===== src/sv/bvg_pkg.sv =====
package bvg_pkg;

  localparam int TIME_W     = 32;
  localparam int PIN_W      = 12;
  localparam int RATIO_W    = 12;
  localparam int MV_W       = 16;
  localparam int PCT_W      = 7;
  localparam int CFG_ADDR_W = 2;
  localparam int CFG_DATA_W = 16;

  // Register indexes on the configuration port.
  typedef enum logic [CFG_ADDR_W-1:0] {
    REG_DIVIDER  = 2'd0,
    REG_INTERVAL = 2'd1,
    REG_LOW_THR  = 2'd2,
    REG_CRIT_THR = 2'd3
  } cfg_reg_e;

  localparam logic [RATIO_W-1:0] DIVIDER_RESET  = 12'd512;
  localparam logic [MV_W-1:0]    INTERVAL_RESET = 16'd500;
  localparam logic [MV_W-1:0]    LOW_RESET      = 16'd7000;
  localparam logic [MV_W-1:0]    CRIT_RESET     = 16'd6600;

  // Discharge curve of one cell, highest voltage first.
  localparam int CURVE_POINTS = 12;
  localparam int SEG_W        = $clog2(CURVE_POINTS);

  localparam logic [MV_W-1:0] CURVE_MV [CURVE_POINTS] = '{
    16'd4200, 16'd4100, 16'd4000, 16'd3900, 16'd3800, 16'd3700,
    16'd3600, 16'd3500, 16'd3400, 16'd3300, 16'd3200, 16'd3000
  };
  localparam logic [PCT_W-1:0] CURVE_PCT [CURVE_POINTS] = '{
    7'd100, 7'd92, 7'd82, 7'd70, 7'd58, 7'd45,
    7'd30,  7'd18, 7'd10, 7'd5,  7'd2,  7'd0
  };

  // Segment codes: a segment i spans curve points i-1 and i.
  localparam logic [SEG_W-1:0] SEG_FULL  = 4'd0;
  localparam logic [SEG_W-1:0] SEG_WIDE  = 4'd11;
  localparam logic [SEG_W-1:0] SEG_EMPTY = 4'd12;
  localparam logic [PCT_W-1:0] PCT_FULL  = 7'd100;

  typedef enum logic [2:0] {
    ST_IDLE,
    ST_GATE,
    ST_PREP,
    ST_DIV,
    ST_SEG,
    ST_DIFF,
    ST_PCT,
    ST_DONE
  } state_e;

  typedef struct packed {
    logic capture;
    logic gate;
    logic prep;
    logic level_from_div;
    logic seg;
    logic diff;
    logic pct;
    logic out_load;
  } ctrl_cmd_t;

  typedef struct packed {
    logic take;
    logic primed;
    logic div_done;
  } dp_status_t;

endpackage


===== src/sv/bvg_div10.sv =====
module bvg_div10 #(
  parameter int NUM_W = 28
) (
  input  logic             clk_i,
  input  logic             rst_ni,
  input  logic             start_i,
  input  logic [NUM_W-1:0] num_i,
  output logic             done_o,
  output logic [NUM_W-1:0] quot_o
);

  // Restoring division by ten, four quotient bits per cycle.
  localparam int STEPS = (NUM_W + 3) / 4;
  localparam int PAD_W = STEPS * 4;
  localparam int CNT_W = $clog2(STEPS + 1);

  logic [PAD_W-1:0] num_q, num_d, quo_q, quo_d;
  logic [3:0]       rem_q, rem_d;
  logic [CNT_W-1:0] cnt_q, cnt_d;
  logic [4:0]       part;

  always_comb begin
    num_d = num_q;
    quo_d = quo_q;
    rem_d = rem_q;
    part  = '0;
    if (cnt_q != '0) begin
      for (int j = 0; j < 4; j++) begin
        part  = {rem_d, num_d[PAD_W-1]};
        num_d = num_d << 1;
        if (part >= 5'd10) begin
          rem_d = 4'(part - 5'd10);
          quo_d = {quo_d[PAD_W-2:0], 1'b1};
        end else begin
          rem_d = part[3:0];
          quo_d = {quo_d[PAD_W-2:0], 1'b0};
        end
      end
    end
    cnt_d = (cnt_q != '0) ? cnt_q - 1'b1 : cnt_q;
    if (start_i) begin
      num_d = PAD_W'(num_i);
      quo_d = '0;
      rem_d = '0;
      cnt_d = CNT_W'(STEPS);
    end
  end

  always_ff @(posedge clk_i or negedge rst_ni) begin
    if (!rst_ni) begin
      cnt_q <= '0;
    end else begin
      cnt_q <= cnt_d;
    end
  end

  always_ff @(posedge clk_i) begin
    num_q <= num_d;
    quo_q <= quo_d;
    rem_q <= rem_d;
  end

  assign done_o = (cnt_q == '0);
  assign quot_o = quo_q[NUM_W-1:0];

endmodule


===== src/sv/bvg_datapath.sv =====
module bvg_datapath #(
  parameter int FRAC_W = 8
) (
  input  logic                                clk_i,
  input  logic                                rst_ni,
  input  logic                                cfg_we_i,
  input  logic [bvg_pkg::CFG_ADDR_W-1:0]      cfg_addr_i,
  input  logic [bvg_pkg::CFG_DATA_W-1:0]      cfg_wdata_i,
  input  logic [bvg_pkg::TIME_W-1:0]          now_ms_i,
  input  logic [bvg_pkg::PIN_W-1:0]           pin_mv_i,
  input  bvg_pkg::ctrl_cmd_t                  cmd_i,
  output bvg_pkg::dp_status_t                 status_o,
  output logic                                sample_taken_o,
  output logic [bvg_pkg::MV_W-1:0]            battery_mv_o,
  output logic [bvg_pkg::PCT_W-1:0]           charge_percent_o,
  output logic                                is_low_o,
  output logic                                is_critical_o,
  output logic                                is_primed_o
);
  import bvg_pkg::*;

  localparam int LW    = MV_W + FRAC_W;   // filtered level width
  localparam int NUM_W = LW + 4;          // 9*level + new sample
  localparam int SH    = FRAC_W + 1;      // cell mV fraction bits
  localparam int DW    = FRAC_W + 9;      // offset within one segment
  localparam int PW    = DW + 4;          // offset times percent step
  localparam int TW    = PW - SH;

  // Configuration.
  logic [RATIO_W-1:0] divider_q;
  logic [MV_W-1:0]    interval_q, low_thr_q, crit_thr_q;

  always_ff @(posedge clk_i or negedge rst_ni) begin
    if (!rst_ni) begin
      divider_q  <= DIVIDER_RESET;
      interval_q <= INTERVAL_RESET;
      low_thr_q  <= LOW_RESET;
      crit_thr_q <= CRIT_RESET;
    end else if (cfg_we_i) begin
      unique case (cfg_reg_e'(cfg_addr_i))
        REG_DIVIDER:  divider_q  <= cfg_wdata_i[RATIO_W-1:0];
        REG_INTERVAL: interval_q <= cfg_wdata_i;
        REG_LOW_THR:  low_thr_q  <= cfg_wdata_i;
        REG_CRIT_THR: crit_thr_q <= cfg_wdata_i;
        default: ;
      endcase
    end
  end

  // Filter state.
  logic [TIME_W-1:0] last_q;
  logic [LW-1:0]     level_q;
  logic              primed_q;

  // Working registers.
  logic [TIME_W-1:0]        now_q;
  logic [PIN_W-1:0]         pin_q;
  logic                     take_q;
  logic [PIN_W+RATIO_W-1:0] prod_q;
  logic [SEG_W-1:0]         seg_q, seg_d;
  logic [PW-1:0]            diffp_q;
  logic [PCT_W-1:0]         pct_q, pct_d;

  logic [MV_W-1:0]  pack;
  logic [LW-1:0]    packq;
  logic [NUM_W-1:0] num;
  logic [NUM_W-1:0] quot;
  logic             div_done;
  logic             div_start;

  // The product of two 12-bit values shifted down by eight stays below 65535.
  assign pack  = prod_q[PIN_W+RATIO_W-1:8];
  assign packq = {pack, {FRAC_W{1'b0}}};
  assign num   = (NUM_W'(level_q) << 3) + NUM_W'(level_q) + NUM_W'(packq);
  assign div_start = cmd_i.prep && take_q && primed_q;

  bvg_div10 #(
    .NUM_W (NUM_W)
  ) u_div10 (
    .clk_i   (clk_i),
    .rst_ni  (rst_ni),
    .start_i (div_start),
    .num_i   (num),
    .done_o  (div_done),
    .quot_o  (quot)
  );

  always_ff @(posedge clk_i or negedge rst_ni) begin
    if (!rst_ni) begin
      last_q   <= '0;
      level_q  <= '0;
      primed_q <= 1'b0;
    end else begin
      if (cmd_i.prep && take_q) begin
        last_q <= now_q;
        if (!primed_q) begin
          level_q  <= packq;
          primed_q <= 1'b1;
        end
      end
      if (cmd_i.level_from_div) begin
        level_q <= quot[LW-1:0];
      end
    end
  end

  // Segment search: the first curve point at or below the level.
  always_comb begin
    seg_d = SEG_EMPTY;
    for (int i = CURVE_POINTS - 1; i >= 1; i--) begin
      if (level_q >= (LW'(CURVE_MV[i]) << SH)) begin
        seg_d = SEG_W'(i);
      end
    end
    if (level_q >= (LW'(CURVE_MV[0]) << SH)) begin
      seg_d = SEG_FULL;
    end
  end

  logic [SEG_W-1:0] sidx;
  logic [LW-1:0]    lo_level;
  logic [DW-1:0]    delta;
  logic [3:0]       dp;
  logic [TW-1:0]    t;
  logic [3:0]       q;

  assign sidx     = (seg_q == SEG_FULL || seg_q == SEG_EMPTY) ? SEG_W'(1) : seg_q;
  assign lo_level = LW'(CURVE_MV[sidx]) << SH;
  assign delta    = DW'(level_q - lo_level);
  assign dp       = 4'(CURVE_PCT[sidx - 1'b1] - CURVE_PCT[sidx]);

  // Interpolation: floor(t / span) with span 100 mV, or 200 mV on the last segment.
  always_comb begin
    t = diffp_q[PW-1:SH];
    if (seg_q == SEG_WIDE) begin
      t = t >> 1;
    end
    q = '0;
    for (int k = 3; k >= 0; k--) begin
      if (t >= TW'(100 << k)) begin
        t    = t - TW'(100 << k);
        q[k] = 1'b1;
      end
    end
    if (seg_q == SEG_FULL) begin
      pct_d = PCT_FULL;
    end else if (seg_q == SEG_EMPTY) begin
      pct_d = '0;
    end else begin
      pct_d = CURVE_PCT[sidx] + PCT_W'(q);
    end
  end

  always_ff @(posedge clk_i) begin
    if (cmd_i.capture) begin
      now_q <= now_ms_i;
      pin_q <= pin_mv_i;
    end
    if (cmd_i.gate) begin
      take_q <= (now_q - last_q) >= TIME_W'(interval_q);
      prod_q <= (PIN_W+RATIO_W)'(pin_q) * (PIN_W+RATIO_W)'(divider_q);
    end
    if (cmd_i.seg) begin
      seg_q <= seg_d;
    end
    if (cmd_i.diff) begin
      diffp_q <= PW'(delta) * PW'(dp);
    end
    if (cmd_i.pct) begin
      pct_q <= pct_d;
    end
    if (cmd_i.out_load) begin
      sample_taken_o   <= take_q;
      is_primed_o      <= primed_q;
      battery_mv_o     <= primed_q ? level_q[LW-1:FRAC_W] : '0;
      charge_percent_o <= primed_q ? pct_q : '0;
      is_low_o         <= primed_q && (level_q < {low_thr_q, {FRAC_W{1'b0}}});
      is_critical_o    <= primed_q && (level_q < {crit_thr_q, {FRAC_W{1'b0}}});
    end
  end

  assign status_o.take     = take_q;
  assign status_o.primed   = primed_q;
  assign status_o.div_done = div_done;

endmodule


===== src/sv/bvg_ctrl.sv =====
module bvg_ctrl (
  input  logic                clk_i,
  input  logic                rst_ni,
  input  logic                in_valid_i,
  output logic                in_ready_o,
  output logic                out_valid_o,
  input  logic                out_ready_i,
  input  bvg_pkg::dp_status_t status_i,
  output bvg_pkg::ctrl_cmd_t  cmd_o
);
  import bvg_pkg::*;

  state_e state_q, state_d;
  logic   out_valid_q, out_valid_d;
  logic   out_free;

  assign out_free = !out_valid_q || out_ready_i;

  always_comb begin
    state_d = state_q;
    unique case (state_q)
      ST_IDLE: if (in_valid_i) state_d = ST_GATE;
      ST_GATE: state_d = ST_PREP;
      ST_PREP: state_d = (status_i.take && status_i.primed) ? ST_DIV : ST_SEG;
      ST_DIV:  if (status_i.div_done) state_d = ST_SEG;
      ST_SEG:  state_d = ST_DIFF;
      ST_DIFF: state_d = ST_PCT;
      ST_PCT:  state_d = ST_DONE;
      ST_DONE: if (out_free) state_d = ST_IDLE;
      default: state_d = ST_IDLE;
    endcase
  end

  always_comb begin
    cmd_o      = '0;
    in_ready_o = 1'b0;
    unique case (state_q)
      ST_IDLE: begin
        in_ready_o    = 1'b1;
        cmd_o.capture = in_valid_i;
      end
      ST_GATE: cmd_o.gate = 1'b1;
      ST_PREP: cmd_o.prep = 1'b1;
      ST_DIV:  cmd_o.level_from_div = status_i.div_done;
      ST_SEG:  cmd_o.seg = 1'b1;
      ST_DIFF: cmd_o.diff = 1'b1;
      ST_PCT:  cmd_o.pct = 1'b1;
      ST_DONE: cmd_o.out_load = out_free;
      default: ;
    endcase
  end

  always_comb begin
    out_valid_d = out_valid_q;
    if (out_ready_i) begin
      out_valid_d = 1'b0;
    end
    if (cmd_o.out_load) begin
      out_valid_d = 1'b1;
    end
  end

  always_ff @(posedge clk_i or negedge rst_ni) begin
    if (!rst_ni) begin
      state_q     <= ST_IDLE;
      out_valid_q <= 1'b0;
    end else begin
      state_q     <= state_d;
      out_valid_q <= out_valid_d;
    end
  end

  assign out_valid_o = out_valid_q;

endmodule


===== src/sv/battery_voltage_gauge.sv =====
// An accepted request passes through the gate, prepare, segment, difference and percent
// states, with the divide state between prepare and segment when the filter updates,
// and is loaded into the output register in the done state once that register is free.
// A new request is accepted only after the previous result has been loaded.
// Reset (rst_ni low, asynchronous) clears the filter, the timestamp and the primed flag,
// and returns the configuration registers to their documented defaults.
module battery_voltage_gauge #(
  parameter int FILTER_FRACTION_BITS = 8
) (
  input  logic        clk_i,
  input  logic        rst_ni,
  // Configuration write port.
  input  logic        cfg_we_i,
  input  logic [1:0]  cfg_addr_i,
  input  logic [15:0] cfg_wdata_i,
  // Request stream.
  input  logic        s_axis_tvalid,
  output logic        s_axis_tready,
  input  logic [47:0] s_axis_tdata,   // now_ms[31:0], pin_mv[43:32], zero[47:44]
  // Result stream.
  output logic        m_axis_tvalid,
  input  logic        m_axis_tready,
  output logic [31:0] m_axis_tdata    // sample_taken[0], battery_mv[16:1],
                                      // charge_percent[23:17], is_low[24],
                                      // is_critical[25], is_primed[26], zero[31:27]
);
  import bvg_pkg::*;

  // The design is split into a controller, which sequences each request through the
  // gate check, the scaling multiply, any filter division and the three stages of
  // curve interpolation, and a datapath, which holds every register of the filter and
  // of the configuration. The two meet only through a command and a status struct.
  // A finished result waits in the output register while the next request is taken in.

  ctrl_cmd_t  cmd;
  dp_status_t status;

  logic              sample_taken;
  logic [MV_W-1:0]   battery_mv;
  logic [PCT_W-1:0]  charge_percent;
  logic              is_low;
  logic              is_critical;
  logic              is_primed;

  bvg_ctrl u_ctrl (
    .clk_i       (clk_i),
    .rst_ni      (rst_ni),
    .in_valid_i  (s_axis_tvalid),
    .in_ready_o  (s_axis_tready),
    .out_valid_o (m_axis_tvalid),
    .out_ready_i (m_axis_tready),
    .status_i    (status),
    .cmd_o       (cmd)
  );

  // The datapath captures the request on acceptance, so the stream payload is only
  // sampled at the handshake edge.
  bvg_datapath #(
    .FRAC_W (FILTER_FRACTION_BITS)
  ) u_datapath (
    .clk_i            (clk_i),
    .rst_ni           (rst_ni),
    .cfg_we_i         (cfg_we_i),
    .cfg_addr_i       (cfg_addr_i),
    .cfg_wdata_i      (cfg_wdata_i),
    .now_ms_i         (s_axis_tdata[31:0]),
    .pin_mv_i         (s_axis_tdata[43:32]),
    .cmd_i            (cmd),
    .status_o         (status),
    .sample_taken_o   (sample_taken),
    .battery_mv_o     (battery_mv),
    .charge_percent_o (charge_percent),
    .is_low_o         (is_low),
    .is_critical_o    (is_critical),
    .is_primed_o      (is_primed)
  );

  // Result fields packed from the lowest bit up, padded to whole bytes.
  assign m_axis_tdata = {5'b0, is_primed, is_critical, is_low, charge_percent,
                         battery_mv, sample_taken};

`ifndef SYNTHESIS
  // Only one request is in flight: after an accept, the input side closes.
  assert property (@(posedge clk_i) disable iff (!rst_ni)
    s_axis_tvalid && s_axis_tready |=> !s_axis_tready)
    else $error("request accepted while another is in flight");

  // An unprimed result carries no voltage, percentage or flags.
  assert property (@(posedge clk_i) disable iff (!rst_ni)
    m_axis_tvalid && !m_axis_tdata[26] |->
      m_axis_tdata[25:1] == 25'd0)
    else $error("unprimed result carries non-zero fields");

  // The charge percentage never exceeds one hundred.
  assert property (@(posedge clk_i) disable iff (!rst_ni)
    m_axis_tvalid |-> m_axis_tdata[23:17] <= 7'd100)
    else $error("charge percentage above one hundred");

  // A result that took a sample must report a primed filter.
  assert property (@(posedge clk_i) disable iff (!rst_ni)
    m_axis_tvalid && m_axis_tdata[0] |-> m_axis_tdata[26])
    else $error("sample taken but filter not primed");
`endif

endmodule

===== config.mk =====
export PLATFORM = sky130hd
export DESIGN_NAME = battery_voltage_gauge
export DESIGN_NICKNAME = d
export VERILOG_FILES = /design/src/sv/bvg_pkg.sv /design/src/sv/bvg_div10.sv /design/src/sv/bvg_datapath.sv /design/src/sv/bvg_ctrl.sv /design/src/sv/battery_voltage_gauge.sv
export SDC_FILE = /design/constraint.sdc
export NUM_CORES = 1
export LEC_CHECK = 0
export ABC_AREA = 1
export BUFFER_PORTS_ARGS = -buffer_cell sky130_fd_sc_hd__buf_4
export CORE_MARGIN = 5
export CORE_UTILIZATION = 55
export DETAILED_ROUTE_END_ITERATION = 8
export MAX_ROUTING_LAYER = met4
export PLACE_DENSITY = 0.84
export SLEW_MARGIN = 10
export SYNTH_ARGS = -nofsm -noshare
export SYNTH_HDL_FRONTEND = slang
export SYNTH_SLANG_ARGS = --single-unit

===== constraint.sdc =====
create_clock -name clk_i -period 17.37 [get_ports clk_i]
set_input_delay 5.211 -clock clk_i [delete_from_list [all_inputs] [get_ports clk_i]]
set_output_delay 5.211 -clock clk_i [all_outputs]
set_load 0.01 [all_outputs]

# --- Word level (Yosys, flattened, before mapping) ---
# Memories as Yosys holds them, arrays and structs flattened.
# Cells that the tools add are included.
word_totals:
  reg_bits: 308
  rom_bits: 480
  out_inout_bits: 34
  elab_cells: 180
  inputBits: 71
  mem_count: 3
mem_list:
  columns: ["memory", "depth", "word_bits", "rd", "rd_ports_with_merged_regs", "write_ports", "line", "source"]
  rows:
  - ["(name not given)", 16, 16, 1, 0, 0, "bvg_datapath.sv:128", "assign lo_level = LW'(CURVE_MV[sidx]) << SH;"]
  - ["(name not given)", 16, 7, 1, 0, 0, "bvg_datapath.sv:130", "assign dp = 4'(CURVE_PCT[sidx - 1'b1] - CURVE_PCT[sidx]);"]
  - ["(name not given)", 16, 7, 1, 0, 0, "bvg_datapath.sv:130", null]
classes:
  magnitude_cmp: 25
  n_addsub: 15
  n_mul: 2
  bitwise_logic: 2
  n_mux: 61
  n_eq_ne: 16
  reduce_logical: 26
op_table:
  columns: ["cell", "count"]
  rows:
  - ["$ge 24x21->1 const B", 10]
  - ["$mux 24", 3]
  - ["$mux 28", 2]
  - ["$ge 24x22->1 const B", 2]
  - ["$lt 24x24->1", 2]
  - ["$mux 12", 4]
  - ["$mux 3", 14]
  - ["$mux 4", 10]
  - ["$ge 32x16->1", 1]
  - ["$sub 32x32->32", 1]
  - ["$add 27x24->28", 1]
  - ["$add 28x24->28", 1]
  - ["$mul 12x12->24", 1]
  - ["$pmux 3 s8", 1]
  - ["$mul 17x4->21", 1]
  - ["$mux 7", 3]
  - ["$ge 5x4->1 const B", 4]
  - ["$mux 1", 20]
  - ["$sub 17x17->17", 1]
  - ["$mux 8", 2]
  - ["$sub 4x4->4 const B", 4]
  - ["$eq 3x3->1 const B", 4]
  - ["$ge 12x10->1 const B", 1]
  - ["$ge 12x7->1 const B", 1]
  - ["other kinds (32)", 53]

# --- Logic depth before layout (Yosys ltp) ---
logic_depth:
  word_depth: 12
  ltp_mapped: 37
  depth_no_buf: 37

# --- Modules after synthesis ---
# Synthesis repeated with hierarchy kept, for this count alone.
unflattened:
  cells_unflattened: 2740
  hier_area_um2: 23084.6
by_module_without_submodules:
  columns: ["mod", "area_per_inst_um2", "n_inst", "cells_per_inst"]
  rows:
  - ["bvg_datapath", 19952.9, 1, 2368]
  - ["bvg_div10", 2763.9, 1, 317]
  - ["bvg_ctrl", 296.5, 1, 45]
  - ["battery_voltage_gauge", 71.3, 1, 10]

# --- Worst setup path before layout ---
# No wires, ideal clock.
synth_timing:
  kind: "input to register"
  startpoint: "input s_axis_tvalid"
  endpoint: "register u_datapath.now_q[0], enable pin"
  cell_stages: 2
  path_slack_ps: 9836
  t_arrival_ps: 7088
  setup_time_ps: 446
  required_time_ps: 16924
  path_buffers: 0
  cell_sequence: "inv_1 > nor2_1"
synth_lines:
  columns: ["element", "line", "source"]
  rows:
  - ["start, declared", "battery_voltage_gauge.sv:17", "input logic s_axis_tvalid,"]
  - ["end signal, assigned", "bvg_datapath.sv:156", "now_q <= now_ms_i;"]
  - ["end, declared", "bvg_datapath.sv:56", "logic [TIME_W-1:0] now_q;"]

# --- Worst setup path in the final report ---
layout_timing:
  startpoint: "register u_datapath.seg_q[3]"
  endpoint: "register u_datapath.diffp_q[18] (data pin)"
layout_between:
  elab_chain_len: 10
  elab_cells_between_ends: 19
layout_rtl:
  columns: ["element", "line", "source"]
  rows:
  - ["start, declared", "bvg_datapath.sv:60", "logic [SEG_W-1:0] seg_q, seg_d;"]
  - ["start signal, assigned", "bvg_datapath.sv:164", "seg_q <= seg_d;"]
  - ["$eq 4x4->1 / $logic_not 4->1 (equally long branches)", "bvg_datapath.sv:127", "assign sidx = (seg_q == SEG_FULL || seg_q == SEG_EMPTY) ? SEG_W'(1) : seg_q;"]
  - ["$logic_or 1x1->1", "bvg_datapath.sv:127", null]
  - ["$mux 4 (*)", "bvg_datapath.sv:127", null]
  - ["$sub 4x1->4", "bvg_datapath.sv:130", null]
  - ["$not 4->5 (not written as such)", "bvg_datapath.sv:130", null]
  - ["$mem_v2 16x7", null, null]
  - ["$mux 4 (not written as such) (2 in a row)", "bvg_datapath.sv:130", null]
  - ["$sub 4x4->4", "bvg_datapath.sv:130", null]
  - ["$mul 17x4->21 (*)", "bvg_datapath.sv:167", "diffp_q <= PW'(delta) * PW'(dp);"]
  - ["end signal, assigned", "bvg_datapath.sv:167", null]
  - ["end, declared", "bvg_datapath.sv:61", "logic [PW-1:0] diffp_q;"]
# Mark *: on every way between the ends. The rest lies on a longest branch, timed or not. The select of a mux whose other input is x is not followed.
# A chain may end at the register's enable or synchronous reset.

==> results list <==
* R2R setup slack: 10,130 ps
- The tool flagged a number of max-cap violations equal to 0.
- The worst setup path is launched from a flip-flop.
* Total routed wirelength: 54,500 µm
* Clock Skew: 19.3 ps
* Number of storage elements in the synthesis netlist: 291
- The number of hold violations in the final report is 0.
- Along the worst path, the maximum fanout reaches 15.
- GRT Total Usage: 0.242
- Post-CTS setup buffers: 0
- Setup violations remaining at the end of the flow were counted as 0.
- Status: completed
- Data on the critical path is required at its endpoint by 17,630 ps.
- Setup repair after global routing missed its margin: false
- In this run the tool buffered the top-level ports with 95 buffer cells.
- PostCTS Resize Cnt: 0
* Pin count of the biggest net entering global routing: 75
- Met2 Resource Use GR: 0.409
- In this run the horizontal extent of the chip is 215 µm.
- Gp weighted congestion: 0.949
- Antenna Diode Count: 0
- Buffers inserted during clock tree synthesis total 34.
- Clock latency at the later pin of the worst-skew pair: 530 ps
- The startpoint identified for the worst register-to-register timing path is u_datapath.seg_q[3].
- CTS placed an instance of sky130_fd_sc_hd__clkbuf_16 at the clock tree root.
- Summing all flip-flop and latch instances after layout gives 0.00786 mm².
- The startpoint identified for the worst hold timing path is u_datapath.u_div10.quot_o[2].
* Number of filler cells placed in the layout: 3,406
- TritonCTS clock tree: done
- Most frequent standard cell in the layout excluding fill and tap cells: sky130_fd_sc_hd__nand2_1
- Share of the yosys chip area belonging to registers: 0.341
- Worst hold-check path type: flip-flop to flip-flop
* Critical path arrival: 7500 ps
- Along the worst hold path, the cell count comes to 2.
- In the final design database the tool counted 3,256 nets.
- The core region is 0.0418 mm².
* Number of distinct library cell variants in the gate-level netlist after synthesis: 64
- Top FF cell, synth: sky130_fd_sc_hd__edfxtp_1
- Summing all multi-input logic gate instances after layout gives 0.0130 mm².
- During synthesis, Yosys emitted a total of 0 warnings.
- First-pass GRT wire length: 91,700 µm
* Reg2Reg Depth: 30
* Worst Setup End Kind: flip-flop
- Via Count: 18.8k
- 105 I/O pins were placed.
- The first TritonRoute pass finished after 5 iterations.
- The via count of the first global-routing pass was 19.3k.
- Once layout is complete, the utilization of the core stands at 0.606.
* Max stage delay cell, worst path: sky130_fd_sc_hd__a211oi_1
- Fraction of met1 tracks used by global routing: 0.306
* Antenna violation net count after detailed routing: 0
* Wire per inst: 16.1 µm
- Together, buffers and inverters on the worst path number 6.
- Setup total negative slack on the finished layout was measured at 0 ps.
* Register clock-pin slew on the reported worst setup and hold paths: 60 ps
* Overflow left after global routing: 0
* Tightest Pin Transition: 1170 ps
- Number of rows created at floorplan: 75
- In the routed design, unresolved DRC markers number 0.
- In this run the critical register-to-register path is captured at u_datapath.diffp_q[18].
* Starting density of the core: 0.553
* Setup WS post-layout: 10,130 ps
- In this run, post-CTS hold repair placed 0 buffers.
- Critical Path Most Common Cell: sky130_fd_sc_hd__inv_1
* Number of sinks driven by the clock tree: 291
- Synthesized area per cell: 8.35 µm²
* Synth Instances: 2,764
- Total die area: 0.0462 mm²
* Hold worst-path end: u_datapath.u_div10.quot_o[2]
- Measured along the y axis, the die boundary spans 215 µm.
* Async set-or-reset flop fraction in the synthesized netlist: 0.426
- Min cycle time layout: 7240 ps
- In the global route stage, met3 resource usage came out at 0.0325.
* Busiest layer in global routing: met2
- Max Clock Freq: 138 MHz
- Compared with the post-synthesis result, the final layout area differs by 9.61%.
- Slew Limit Headroom: 0.217
- Post-detailed-route via-to-cell ratio: 5.53
- Final period utilization: 0.417
- The top cell types in the final layout, fill and taps aside, are 664 x sky130_fd_sc_hd__nand2_1, 509 x sky130_fd_sc_hd__inv_1, 221 x sky130_fd_sc_hd__o21ai_0, 208 x sky130_fd_sc_hd__ha_1, 149 x sky130_fd_sc_hd__fa_1.
- Max incr delay on CP: 590 ps
- CP Class: flip-flop to flip-flop
- Family of cells with the greatest summed delay on the critical path: compound AO/OA/AOI/OAI gates
- Number of antenna violations at the first check in global routing: 0
* Number of violations reported at the end of detailed-routing iteration 0: 1,518
- Ratio of cells with drive above 1 in the final layout: 0.0789
* Number of flops mapped to enable cells by yosys: 139
- After synthesis the cells add up to 0.0231 mm².
- The longest clock path from root to sink contains 3 buffers.
- Worst setup slack before clock tree synthesis: 10,230 ps
* Number of H-tree branching levels: 2
- Summed over all nets, the half-perimeter wirelength after detailed placement is 41,700 µm.
- Max-slew violation total from the final report: 0
worst min-delay path, stage by stage (launching register included):
cell and delay [ps]:
sky130_fd_sc_hd__dfxtp_1 320, sky130_fd_sc_hd__nand2_1 60, sky130_fd_sc_hd__a21oi_1 60
cell families after synthesis:
kind of cell,after synthesis,synth area share
adder cells (fa/ha/maj),357,0.242
other,1,0.000162
AO/OA/AOI/OAI,478,0.116
AND/OR/NAND/NOR,960,0.172
flip-flops,291,0.341
buffers and inverters,598,0.0991
XOR/XNOR,79,0.0300
worst max path at each step:
stage | start | endpoint | slack [ps] | cells past startpoint
floorplan | s_axis_tvalid | u_datapath.now_q[0] | 9840 | 2
global placement | u_datapath.seg_q[3] | u_datapath.diffp_q[18] | 10390 | 31
detailed placement | u_datapath.seg_q[3] | u_datapath.diffp_q[18] | 10230 | 31
CTS | u_datapath.seg_q[3] | u_datapath.diffp_q[18] | 10180 | 31
global route | u_datapath.seg_q[3] | u_datapath.diffp_q[18] | 9490 | 31
finish | u_datapath.seg_q[3] | u_datapath.diffp_q[18] | 10130 | 30
routing by layer:
layer  vias to the layer above  wire length (µm)
met2                       664             26600
li1                       8984                 -
met4                         0              1630
met3                       137              3580
met5                         -                 0
met1                      8968             22700
sequential cells by signal, indices dropped and copies added (netlist names), 7 cells and up:
| name | flops |
|---|---|
| u_datapath.battery_mv_o | 16 |
| u_datapath.charge_percent_o | 7 |
| u_datapath.crit_thr_q | 16 |
| u_datapath.diffp_q | 12 |
| u_datapath.divider_q | 12 |
| u_datapath.interval_q | 16 |
| u_datapath.last_q | 32 |
| u_datapath.level_q | 24 |
| u_datapath.low_thr_q | 16 |
| u_datapath.now_q | 32 |
| u_datapath.pct_q | 7 |
| u_datapath.pin_q | 12 |
| u_datapath.prod_q | 16 |
| u_datapath.u_div10.num_q | 28 |
| u_datapath.u_div10.quot_o | 24 |
area by class of cell:
class | count | share of cell area
Clock buffer | 47 | 0.0384
Clock inverter | 14 | 0.00381
Inverter | 517 | 0.0768
Multi-Input combinational cell | 1879 | 0.512
Sequential cell | 291 | 0.311
Tap cell | 539 | 0.0267
Timing Repair Buffer | 105 | 0.0312
per-stage QoR:
step / hold WS [ps] / instances / area (µm²)
detailed placement: 471 / 3331 / 24200
finish: 481 / 3392 / 25300
CTS: 481 / 3392 / 25300
global placement: 456 / 3331 / 24200
global route: 490 / 3392 / 25300
floorplan: 423 / 2768 / 23100
cell usage after synthesis (4+ instances only):
| master | number | area share |
|---|---|---|
| sky130_fd_sc_hd__nand2_1 | 664 | 0.11 |
| sky130_fd_sc_hd__inv_1 | 510 | 0.083 |
| sky130_fd_sc_hd__o21ai_0 | 222 | 0.048 |
| sky130_fd_sc_hd__ha_1 | 208 | 0.11 |
| sky130_fd_sc_hd__fa_1 | 149 | 0.13 |
| sky130_fd_sc_hd__nor2_1 | 144 | 0.023 |
| sky130_fd_sc_hd__a21oi_1 | 140 | 0.030 |
| sky130_fd_sc_hd__edfxtp_1 | 139 | 0.18 |
| sky130_fd_sc_hd__dfrtp_1 | 104 | 0.11 |
| sky130_fd_sc_hd__clkbuf_1 | 69 | 0.011 |
| sky130_fd_sc_hd__nand3_1 | 62 | 0.013 |
| sky130_fd_sc_hd__xor2_1 | 49 | 0.019 |
| sky130_fd_sc_hd__xnor2_1 | 30 | 0.011 |
| sky130_fd_sc_hd__dfxtp_1 | 28 | 0.024 |
| sky130_fd_sc_hd__nand4_1 | 23 | 0.0062 |
| sky130_fd_sc_hd__dfstp_2 | 20 | 0.023 |
| sky130_fd_sc_hd__nor3_1 | 19 | 0.0041 |
| sky130_fd_sc_hd__o22ai_1 | 16 | 0.0043 |
| sky130_fd_sc_hd__o211ai_1 | 15 | 0.0049 |
| sky130_fd_sc_hd__a21o_1 | 14 | 0.0046 |
| sky130_fd_sc_hd__or2_2 | 12 | 0.0033 |
| sky130_fd_sc_hd__nor4_1 | 10 | 0.0027 |
| sky130_fd_sc_hd__a211oi_1 | 9 | 0.0029 |
| sky130_fd_sc_hd__a31oi_1 | 9 | 0.0024 |
| sky130_fd_sc_hd__buf_4 | 9 | 0.0029 |
| sky130_fd_sc_hd__o21a_1 | 7 | 0.0023 |
| sky130_fd_sc_hd__o21bai_1 | 7 | 0.0023 |
| sky130_fd_sc_hd__inv_2 | 5 | 0.00081 |
| sky130_fd_sc_hd__nand2_2 | 5 | 0.0014 |
| sky130_fd_sc_hd__o21ai_1 | 5 | 0.0011 |
| sky130_fd_sc_hd__nand2_4 | 4 | 0.0020 |
| sky130_fd_sc_hd__o31ai_1 | 4 | 0.0013 |
Power is left out: the tool's default activity adds up to more than one toggle a clock period on the data nets, which glitch-free logic cannot reach.
